==> src/sv/u16sgd_pkg.sv <==
// shared types and constants of the utf16 string group deframer
`default_nettype none

package u16sgd_pkg;

  localparam int unsigned MaxStrings = 128;

  typedef enum logic [1:0] {
    KindChar  = 2'd0,
    KindEmpty = 2'd1,
    KindError = 2'd2
  } kind_e;

  typedef enum logic [1:0] {
    ErrNone     = 2'd0,
    ErrOverrun  = 2'd1,
    ErrTooMany  = 2'd2,
    ErrZeroLen  = 2'd3
  } err_e;

  typedef enum logic [6:0] {
    PhHdrLo     = 7'b0000001,
    PhHdrHi     = 7'b0000010,
    PhLenFirst  = 7'b0000100,
    PhLenSecond = 7'b0001000,
    PhCharLo    = 7'b0010000,
    PhCharHi    = 7'b0100000,
    PhSkip      = 7'b1000000
  } phase_e;

  typedef struct packed {
    kind_e       kind;
    err_e        error_code;
    logic [15:0] char_code;
    logic [6:0]  string_index;
    logic [14:0] char_position;
    logic [15:0] dest_offset;
    logic        end_of_string;
    logic        end_of_group;
    logic [7:0]  group_strings;
    logic [14:0] group_chars;
  } result_t;

endpackage

`default_nettype wire

==> src/sv/u16sgd_core.sv <==
// framing state and per-byte decode of the string deframer
`default_nettype none

module u16sgd_core (
  input  wire logic              clk_i,
  input  wire logic              rst_ni,
  input  wire logic              cfg_we_i,
  input  wire logic              cfg_wdata_i,
  input  wire logic              step_i,
  input  wire logic [7:0]        data_byte_i,
  output logic                   res_valid_o,
  output u16sgd_pkg::result_t    res_o
);

  logic                 gm_q, gm_d;
  u16sgd_pkg::phase_e   phase_q, phase_d;
  logic [15:0]          gbl_q, gbl_d, gbl_n;
  logic [14:0]          scl_q, scl_d, scl_n;
  logic [7:0]           held_q, held_d;
  logic [7:0]           sc_q, sc_d, sc_base;
  logic [14:0]          cc_q, cc_d;
  logic [15:0]          off_q, off_d, off_base;
  logic [14:0]          tot_q, tot_d, tot_base;
  logic                 start_req, err_req;
  logic [14:0]          len;
  u16sgd_pkg::err_e     err_code;
  logic                 after_hdr;

  always_comb begin
    gm_d        = gm_q;
    phase_d     = phase_q;
    gbl_d       = gbl_q;
    scl_d       = scl_q;
    held_d      = held_q;
    sc_d        = sc_q;
    cc_d        = cc_q;
    off_d       = off_q;
    tot_d       = tot_q;
    res_valid_o = 1'b0;
    res_o       = '0;
    start_req   = 1'b0;
    err_req     = 1'b0;
    len         = '0;
    err_code    = u16sgd_pkg::ErrNone;
    scl_n       = scl_q - 15'd1;
    sc_base     = gm_q ? sc_q : 8'd0;
    off_base    = gm_q ? off_q : 16'd0;
    tot_base    = gm_q ? tot_q : 15'd0;

    gbl_n = gbl_q;
    if (gm_q && phase_q != u16sgd_pkg::PhHdrLo && phase_q != u16sgd_pkg::PhHdrHi &&
        gbl_q != 16'd0) begin
      gbl_n = gbl_q - 16'd1;
    end
    after_hdr = gm_q && (gbl_n == 16'd0);

    if (step_i) begin
      gbl_d = gbl_n;
      case (phase_q)
        u16sgd_pkg::PhHdrLo: begin
          held_d  = data_byte_i;
          phase_d = u16sgd_pkg::PhHdrHi;
        end
        u16sgd_pkg::PhHdrHi: begin
          gbl_d = {data_byte_i, held_q};
          sc_d  = '0;
          off_d = '0;
          tot_d = '0;
          if ({data_byte_i, held_q} == 16'd0) begin
            err_req  = 1'b1;
            err_code = u16sgd_pkg::ErrZeroLen;
          end else begin
            phase_d = u16sgd_pkg::PhLenFirst;
          end
        end
        u16sgd_pkg::PhLenFirst: begin
          if (data_byte_i[7]) begin
            if (after_hdr) begin
              err_req  = 1'b1;
              err_code = u16sgd_pkg::ErrOverrun;
            end else begin
              held_d  = {1'b0, data_byte_i[6:0]};
              phase_d = u16sgd_pkg::PhLenSecond;
            end
          end else begin
            start_req = 1'b1;
            len       = {8'd0, data_byte_i[6:0]};
          end
        end
        u16sgd_pkg::PhLenSecond: begin
          start_req = 1'b1;
          len       = {held_q[6:0], data_byte_i};
        end
        u16sgd_pkg::PhCharLo: begin
          held_d  = data_byte_i;
          phase_d = u16sgd_pkg::PhCharHi;
        end
        u16sgd_pkg::PhCharHi: begin
          tot_d       = tot_q + 15'd1;
          scl_d       = scl_n;
          cc_d        = cc_q + 15'd1;
          res_valid_o = 1'b1;
          res_o.kind          = u16sgd_pkg::KindChar;
          res_o.error_code    = u16sgd_pkg::ErrNone;
          res_o.char_code     = {data_byte_i, held_q};
          res_o.string_index  = 7'(sc_q - 8'd1);
          res_o.char_position = cc_q;
          res_o.dest_offset   = off_q;
          res_o.end_of_string = (scl_n == 15'd0);
          res_o.end_of_group  = (scl_n == 15'd0) && after_hdr;
          res_o.group_strings = sc_q;
          res_o.group_chars   = tot_q + 15'd1;
          if (scl_n == 15'd0) begin
            off_d   = off_q + 16'(cc_q + 15'd1) + 16'd1;
            phase_d = after_hdr ? u16sgd_pkg::PhHdrLo : u16sgd_pkg::PhLenFirst;
          end else begin
            phase_d = u16sgd_pkg::PhCharLo;
          end
        end
        u16sgd_pkg::PhSkip: begin
          if (gbl_n == 16'd0) begin
            phase_d = u16sgd_pkg::PhHdrLo;
          end
        end
        default: begin
          phase_d = gm_q ? u16sgd_pkg::PhHdrLo : u16sgd_pkg::PhLenFirst;
          gbl_d   = '0;
          scl_d   = '0;
          held_d  = '0;
          sc_d    = '0;
          cc_d    = '0;
          off_d   = '0;
          tot_d   = '0;
        end
      endcase

      if (start_req) begin
        if (gm_q && sc_q >= 8'(u16sgd_pkg::MaxStrings)) begin
          err_req  = 1'b1;
          err_code = u16sgd_pkg::ErrTooMany;
        end else if (gm_q && {1'b0, len, 1'b0} > {1'b0, gbl_n}) begin
          err_req  = 1'b1;
          err_code = u16sgd_pkg::ErrOverrun;
        end else begin
          sc_d  = sc_base + 8'd1;
          cc_d  = '0;
          scl_d = len;
          off_d = off_base;
          tot_d = tot_base;
          if (len == 15'd0) begin
            res_valid_o = 1'b1;
            res_o.kind          = u16sgd_pkg::KindEmpty;
            res_o.error_code    = u16sgd_pkg::ErrNone;
            res_o.string_index  = 7'(sc_base);
            res_o.dest_offset   = off_base;
            res_o.end_of_string = 1'b1;
            res_o.end_of_group  = after_hdr;
            res_o.group_strings = sc_base + 8'd1;
            res_o.group_chars   = tot_base;
            off_d   = off_base + 16'd1;
            phase_d = after_hdr ? u16sgd_pkg::PhHdrLo : u16sgd_pkg::PhLenFirst;
          end else begin
            phase_d = u16sgd_pkg::PhCharLo;
          end
        end
      end

      if (err_req) begin
        res_valid_o      = 1'b1;
        res_o            = '0;
        res_o.kind       = u16sgd_pkg::KindError;
        res_o.error_code = err_code;
        phase_d = (gbl_d == 16'd0) ? u16sgd_pkg::PhHdrLo : u16sgd_pkg::PhSkip;
      end
    end

    if (cfg_we_i) begin
      gm_d    = cfg_wdata_i;
      phase_d = cfg_wdata_i ? u16sgd_pkg::PhHdrLo : u16sgd_pkg::PhLenFirst;
      gbl_d   = '0;
      scl_d   = '0;
      held_d  = '0;
      sc_d    = '0;
      cc_d    = '0;
      off_d   = '0;
      tot_d   = '0;
    end
  end

  always_ff @(posedge clk_i or negedge rst_ni) begin
    if (!rst_ni) begin
      gm_q    <= 1'b1;
      phase_q <= u16sgd_pkg::PhHdrLo;
      gbl_q   <= '0;
      scl_q   <= '0;
      held_q  <= '0;
      sc_q    <= '0;
      cc_q    <= '0;
      off_q   <= '0;
      tot_q   <= '0;
    end else begin
      gm_q    <= gm_d;
      phase_q <= phase_d;
      gbl_q   <= gbl_d;
      scl_q   <= scl_d;
      held_q  <= held_d;
      sc_q    <= sc_d;
      cc_q    <= cc_d;
      off_q   <= off_d;
      tot_q   <= tot_d;
    end
  end

endmodule

`default_nettype wire

==> src/sv/utf16_string_group_deframer.sv <==
// Top level of the UTF-16 string group deframer. One data byte is taken per
// cycle while in_stall_o is low and gives at most one result; the result
// is registered in a result register backed by a one-entry skid stage, so
// in_stall_o is a registered signal, raised only while the skid stage holds
// a result. The sustained rate is one byte per cycle while out_stall_i is
// low, set by the single decode step between the framing state and the
// result register. A write to the group mode register restarts framing.
`default_nettype none

module utf16_string_group_deframer (
  input  wire logic        clk_i,
  input  wire logic        rst_ni,
  input  wire logic        cfg_we_i,
  input  wire logic        cfg_wdata_i,
  input  wire logic        in_valid_i,
  output logic             in_stall_o,
  input  wire logic [7:0]  data_byte_i,
  output logic             out_valid_o,
  input  wire logic        out_stall_i,
  output logic [1:0]       kind_o,
  output logic [1:0]       error_code_o,
  output logic [15:0]      char_code_o,
  output logic [6:0]       string_index_o,
  output logic [14:0]      char_position_o,
  output logic [15:0]      dest_offset_o,
  output logic             end_of_string_o,
  output logic             end_of_group_o,
  output logic [7:0]       group_strings_o,
  output logic [14:0]      group_chars_o
);

  logic                 step;
  logic                 res_valid;
  u16sgd_pkg::result_t  res;
  logic                 drain;
  logic                 out_v_q, out_v_d;
  logic                 skid_v_q, skid_v_d;
  u16sgd_pkg::result_t  out_q, out_d;
  u16sgd_pkg::result_t  skid_q, skid_d;

  assign in_stall_o = skid_v_q;
  assign step       = in_valid_i && !skid_v_q;
  assign drain      = out_v_q && !out_stall_i;

  u16sgd_core u_core (
    .clk_i       (clk_i),
    .rst_ni      (rst_ni),
    .cfg_we_i    (cfg_we_i),
    .cfg_wdata_i (cfg_wdata_i),
    .step_i      (step),
    .data_byte_i (data_byte_i),
    .res_valid_o (res_valid),
    .res_o       (res)
  );

  always_comb begin
    out_v_d  = out_v_q;
    skid_v_d = skid_v_q;
    out_d    = out_q;
    skid_d   = skid_q;
    if (skid_v_q) begin
      if (drain) begin
        out_d    = skid_q;
        skid_v_d = 1'b0;
      end
    end else if (step && res_valid) begin
      if (!out_v_q || drain) begin
        out_d   = res;
        out_v_d = 1'b1;
      end else begin
        skid_d   = res;
        skid_v_d = 1'b1;
      end
    end else if (drain) begin
      out_v_d = 1'b0;
    end
  end

  always_ff @(posedge clk_i or negedge rst_ni) begin
    if (!rst_ni) begin
      out_v_q  <= 1'b0;
      skid_v_q <= 1'b0;
    end else begin
      out_v_q  <= out_v_d;
      skid_v_q <= skid_v_d;
    end
  end

  always_ff @(posedge clk_i) begin
    out_q  <= out_d;
    skid_q <= skid_d;
  end

  assign out_valid_o     = out_v_q;
  assign kind_o          = out_q.kind;
  assign error_code_o    = out_q.error_code;
  assign char_code_o     = out_q.char_code;
  assign string_index_o  = out_q.string_index;
  assign char_position_o = out_q.char_position;
  assign dest_offset_o   = out_q.dest_offset;
  assign end_of_string_o = out_q.end_of_string;
  assign end_of_group_o  = out_q.end_of_group;
  assign group_strings_o = out_q.group_strings;
  assign group_chars_o   = out_q.group_chars;

endmodule

`default_nettype wire

==> config.mk <==
export PLATFORM = sky130hd
export DESIGN_NAME = utf16_string_group_deframer
export DESIGN_NICKNAME = d
export VERILOG_FILES = /design/src/sv/u16sgd_pkg.sv /design/src/sv/u16sgd_core.sv /design/src/sv/utf16_string_group_deframer.sv
export SDC_FILE = /design/constraint.sdc
export NUM_CORES = 1
export LEC_CHECK = 0
export BUFFER_PORTS_ARGS = -buffer_cell sky130_fd_sc_hd__buf_2
export CAP_MARGIN = 20
export CORE_AREA = 2 2 167 169
export DETAILED_ROUTE_END_ITERATION = 8
export DIE_AREA = 0 0 169 171
export HOLD_SLACK_MARGIN = 0.06
export PLACE_DENSITY = 0.78
export SYNTH_ARGS = -nofsm -noshare
export SYNTH_HDL_FRONTEND = slang
export SYNTH_SLANG_ARGS = --single-unit
export TNS_END_PERCENT = 5
==> constraint.sdc <==
create_clock -name clk_i -period 15.62 [get_ports clk_i]
set_input_delay 1.562 -clock clk_i [delete_from_list [all_inputs] [get_ports clk_i]]
set_output_delay 1.562 -clock clk_i [all_outputs]
set_load 0.01 [all_outputs]
# Yosys cells after proc, flatten, opt, wreduce, memory -nomap -nowiden
# Index checks and enable logic that the tools add are counted.
# totals
register_bits	269
latch_bits	0
mem_bits_rw	0
rom_bits	0
input_bits	14
output_inout_bits	85
word_cells	208
memories	0
# classes
addsub	10
n_mul	0
div_mod_pow	0
order_cmp	2
eq_ne	14
shift	0
mux	116
bitwise_logic	2
reduce_logical	33
# op_table
op	n
$mux 83	6
$mux 15	17
$mux 16	12
$mux 41	4
$mux 7	18
$pmux 15 s2	4
$mux 8	11
$mux 79	1
$pmux 16 s2	2
$pmux 7 s7	1
$logic_not 16->1	3
$add 16x1->16 const B	2
$add 15x1->15 const B	2
$logic_not 15->1	2
$mux 1	24
$pmux 8 s3	1
$add 15x1->16 const B	1
$add 16x16->16	1
$gt 16x16->1	1
$reduce_bool 16->1	1
$sub 16x1->16 const B	1
$sub 15x1->15 const B	1
$mux 3	4
$mux 4	3
29 further kinds	54

# Depth between registers and ports, before layout
# depth
ltp_word	19
depth_mapped	22

# By module
# Synthesis repeated with hierarchy kept, for this count alone.
# unflattened
cells_unflattened	1551
area_unflattened_um2	15909.0
# modules_own_cells
mod	n_inst	cells_per_inst	area_per_inst_um2	seq_area_each_um2
u16sgd_core	1	1281	9689.3	2529.9
utf16_string_group_deframer	1	270	6219.7	5034.8

# Least setup slack after synthesis
# Ideal clock, no wire load.
# synth_path
kind	input to register
from	input port data_byte_i[7]
to	register skid_q[0] (netlist name) (enable)
setup_time_ps	627
arrival_ps	9965
required_time_ps	14993
setup_slack_ps	5028
path_stages	19
path_buffers	5
cell_sequence	clkbuf_1 > o21ai_0 > nor2b_1 > clkbuf_1 > and2_1 > ha_1 > a21o_1 > a21oi_1 > o221ai_1 > a21oi_1 > nor2_1 > and4_1 > buf_4 > o21a_1 > buf_4 > a21oi_1 > buf_6 > nor3_2 > nor3_1
# synth_via
elab_chain_cells	13
word_cells_on_any_way	25
classes_between	order compare: 1; mux: 19; reduce/logical: 5
# synth_lines
item	line	rtl
from (decl)	utf16_string_group_deframer.sv:17	input wire logic [7:0] data_byte_i,
$mux 7	u16sgd_core.sv:77	if (data_byte_i[7]) begin
$pmux 15 s2	u16sgd_core.sv:59	case (phase_q)
$mux 15	u16sgd_core.sv:57	if (step_i) begin
$gt 16x16->1	u16sgd_core.sv:141	end else if (gm_q && {1'b0, len, 1'b0} > {1'b0, gbl_n}) begin
$logic_and 1x1->1	u16sgd_core.sv:141	
$mux 1	u16sgd_core.sv:141	
$mux 1	u16sgd_core.sv:138	if (gm_q && sc_q >= 8'(u16sgd_pkg::MaxStrings)) begin
$mux 1	u16sgd_core.sv:137	if (start_req) begin
$mux 1	u16sgd_core.sv:57	
$mux 1 (*)	u16sgd_core.sv:168	if (err_req) begin
$mux 1 (*)	u16sgd_core.sv:57	
$logic_and 1x1->1 (*)	utf16_string_group_deframer.sv:66	end else if (step && res_valid) begin
$reduce_and 3->1 (no source line) (*)	--	
to (signal assigned)	utf16_string_group_deframer.sv:91	skid_q <= skid_d;
to (decl)	utf16_string_group_deframer.sv:39	u16sgd_pkg::result_t skid_q, skid_d;
# Mark *: on every way between the ends. The rest lies on a longest branch, timed or not. The select of a mux whose other input is x is not followed.
# A chain may end at the register's enable or synchronous reset.

# Worst setup path in the final report
# layout_path
from	register u_core.gbl_q[0]
to	register skid_q[52] (netlist name) (enable)
# layout_via
elab_chain_cells	16
word_cells_on_any_way	22
classes_between	add/sub: 1; order compare: 1; mux: 13; reduce/logical: 7
# layout_lines
item	line	rtl
from (decl)	u16sgd_core.sv:17	logic [15:0] gbl_q, gbl_d, gbl_n;
from (signal assigned)	u16sgd_core.sv:204	gbl_q <= gbl_d;
parallel branches: the longest is 2 deep, another holds $sub 16x1->16	--	
$mux 16 (*)	u16sgd_core.sv:51	if (gm_q && phase_q != u16sgd_pkg::PhHdrLo && phase_q != u16sgd_pkg::PhHdrHi &&
parallel branches: the longest is 9 deep, another holds $gt 16x16->1	--	
$mux 1 (*)	u16sgd_core.sv:168	
$mux 1 (*)	u16sgd_core.sv:57	
$logic_and 1x1->1 (*)	utf16_string_group_deframer.sv:66	
$reduce_and 3->1 (no source line) (*)	--	
# Every way passes the cells marked *. The select of a mux whose other input is x is not followed.

==> key figures <==
Finish
  • Post-route non-filler standard cell count: 2,024
  • Diode count: 0
  • Area Overhead vs Synth: 9.362%
  • Share of layout cells above drive strength 1: 0.1430
  • Nets: 1,720
  • Final Core Density: 0.6430
  • Design Area, Final: 17,570 um^2

Setup path
  • Launching point of the worst reg2reg path: u_core.gbl_q[0]
  • Worst reg-to-reg path cell count: 19
  • Crit path DAT: 7180 ps
  • R2r setup slk: 8630 ps
  • Reg-to-Reg End: skid_q[52]
  • Crit end category: register
  • Largest fanout on the critical path: 55
  • Origin of the worst setup path: u_core.gbl_q[0]
  • Crit path to: skid_q[52]
  • Required @ worst endpoint: 15,810 ps
  • Startpoint Class: register
  • Critical path type: register to register

Drt
  • # DRC: 0
  • DRT Wirelength: 45,000 um
  • DRT Pass-1 Iters: 5
  • Iter 0 DRT Violations: 1,419
  • Antenna-violating nets left: 0
  • Vias per inst: 6.655
  • Wire per inst: 22.24 um
  • Vias: 13,470

Clock tree
  • Post-CTS Hold Buffers: 0
  • Clk slew on worst S/H paths: 60 ps
  • Setup Fix Bufs, Post-CTS: 0
  • Clk buf depth: 3
  • Clock Sinks: 269
  • Worst-Skew Late Latency: 560 ps
  • Clock tree root buffer cell: clkbuf_16
  • H-tree Lvls: 1
  • CTS Buf Count: 29
  • CTS tree: built
  • Post-cts resize count: 0

Timing
  • Final setup vio count: 0
  • Worst-Margin Slew: 1032 ps
  • Final worst setup slack: 8632 ps
  • Final Max Slew Viols: 0
  • Max-slew headroom at the worst pin: 0.3117
  • Final hold vios: 0
  • RSZ-0062 raised after global routing: false
  • Min Clock Period, post-route: 6988 ps
  • FMAX: 143.1 MHz
  • Final Skew: 25.03 ps
  • Final TNS setup: 0 ps
  • Part of the cycle the worst path needs: 0.4474

Synth
  • Syn_area_per_cell: 9.862 um^2
  • Sequential-to-total area share from yosys stat: 0.4709
  • Cell Area, Synth: 16,070 um^2
  • Synth Flop Type: edfxtp_1
  • Asr flop ratio synth: 0.3829
  • Mapped Cells: 1,629
  • Netlist cell types: 91
  • Synthesized Nets: 1,693
  • FF+latch count, synth: 269
  • Post-synth EDFFs: 166
  • Warnings from Yosys: 0

Placement
  • Placed Instance Area: 16,620 um^2
  • Placed Cells: 1,971
  • Post-Place Worst Slack: 8463 ps
  • Number of port buffers: 98
  • Placer congestion estimate: 0.9567
  • HPWL after DPL: 30,800 um

Power
  • Leakage: 7.285 nW
  • Peak VDD IR: 0.09416 mV
  • Pwr/cell area: 97.18 nW/um^2

GRT
  • Largest net degree at the start of global routing: 83
  • Total track usage: 0.3092
  • Vias in the first global route: 12,810
  • First-pass GRT wire length: 70,970 um
  • Initial antenna violation count: 0
  • GRT overflow: 0

Job
  • Max-Cap Viols: 0

Floorplan
  • Rows: 61
  • DIE AREA: 28,900 um^2
  • Num ports: 99
  • Core ar.: 27,320 um^2
  • Initial Util: 0.5880
  • Vert. Die Dim: 171 um
  • Die X: 169 um

Run status
  • Status: finished clean

Min path
  • HP Class: register to register
metrics by stage:
step	power [mW]	hold WS, ps
floorplan	0.9502	487.5
global placement	1.018	504.0
detailed placement	1.020	506.5
CTS	1.709	529.0
global route	1.762	540.0
finish	1.707	525.2
critical path, stage by stage, from the launching register on:
cell and delay [ps]:
dfrtp_1 450, inv_1 130, ha_1 230, nor3b_1 500, and4_1 540, nor2_1 210
nand2_1 140, xor2_1 240, ha_1 290, a21o_1 160, a21oi_1 140, o221ai_1 130
a21oi_1 150, nor2_1 60, and4_1 290, o21a_1 340, a21oi_1 840, nor3_2 230
nor3_2 770, buf_4 720
worst min-delay path by stage:
| stage | start | cells past startpoint | end |
|---|---|---|---|
| after detailed placement | skid_q[52] | 1 | char_position_o[11] |
| after global placement | skid_q[64] | 1 | char_code_o[1] |
| after global routing | skid_q[53] | 1 | char_position_o[12] |
| after CTS | skid_q[64] | 1 | char_code_o[1] |
| final | skid_q[8] | 1 | group_chars_o[8] |
| after floorplan | u_core.scl_q[12] | 2 | u_core.scl_q[12] |
cell usage in the layout (no fill, tap or decap), types with 29 or more instances in the layout:
| cell | synthesis | routed |
|---|---|---|
| a21o_1 | 55 | 55 |
| a21oi_1 | 81 | 81 |
| a22o_1 | 51 | 51 |
| and2_1 | 32 | 32 |
| and3_1 | 31 | 30 |
| and3_4 | 31 | 31 |
| buf_2 | 13 | 97 |
| clkbuf_16 | 0 | 29 |
| dfrtp_1 | 101 | 100 |
| edfxtp_1 | 166 | 166 |
| ha_1 | 49 | 49 |
| inv_1 | 33 | 33 |
| nand2_1 | 154 | 154 |
| nand3_1 | 40 | 39 |
| nor2_1 | 135 | 134 |
| nor3_1 | 50 | 49 |
| o21ai_0 | 112 | 112 |
layout make-up:
cell class              instances  area [um^2]
fillers                      2242         9754
repair buffers                121        665.6
inverters                      33        123.9
clock inverters                14        158.9
multi-input cells            1202         7829
flip-flops and latches        269         7566
clock buffers                  39        793.3
well taps                     346        432.9
kinds of logic (layout without fill, tap and decap cells):
logic type                 after synthesis  count (layout)  share of synthesized area
muxes                                    7               7                   0.004751
adders and majority gates               50              50                    0.03941
xor gates and xnor gates                47              47                    0.02703
DFF                                    269             269                     0.4709
AOI/OAI and AO/OA                      488             488                     0.2111
buffers and inverters                  158             207                    0.04424
and+or+nand+nor                        610             610                     0.2026
registers in the layout, summed over array words and instances (netlist names), 16 cells and up:
signal,flops
dest_offset_o,16
char_code_o,16
skid_q,83
u_core.gbl_q,16
u_core.off_q,16
synthesized netlist by cell type, types with 32 or more instances:
cell        n  share of area
a21o_1     55          0.026
a21oi_1    81          0.025
a22o_1     51          0.028
and2_1     32          0.012
clkbuf_1   92          0.021
dfrtp_1   101           0.16
edfxtp_1  166           0.31
ha_1       49          0.038
inv_1      33         0.0077
nand2_1   154          0.036
nand3_1    40          0.012
nor2_1    135          0.032
nor3_1     50          0.016
o21ai_0   112          0.035
power breakdown:
part           internal [mW]  switching, mW  total (mW)
Sequential             0.759         0.0218       0.781
Combinational         0.0719          0.159       0.231
Clock                  0.405          0.290       0.695
routing by layer:
layer  vias up  global-route usage  share of wire
met3       129             0.04765          0.074
met2       631              0.4948           0.46
met1      6520              0.4287           0.43
li1       6189                   -              -
met4         0              0.1156          0.038
met5         -                   0              0
No activity file was read; power rests on OpenSTA's default activity.
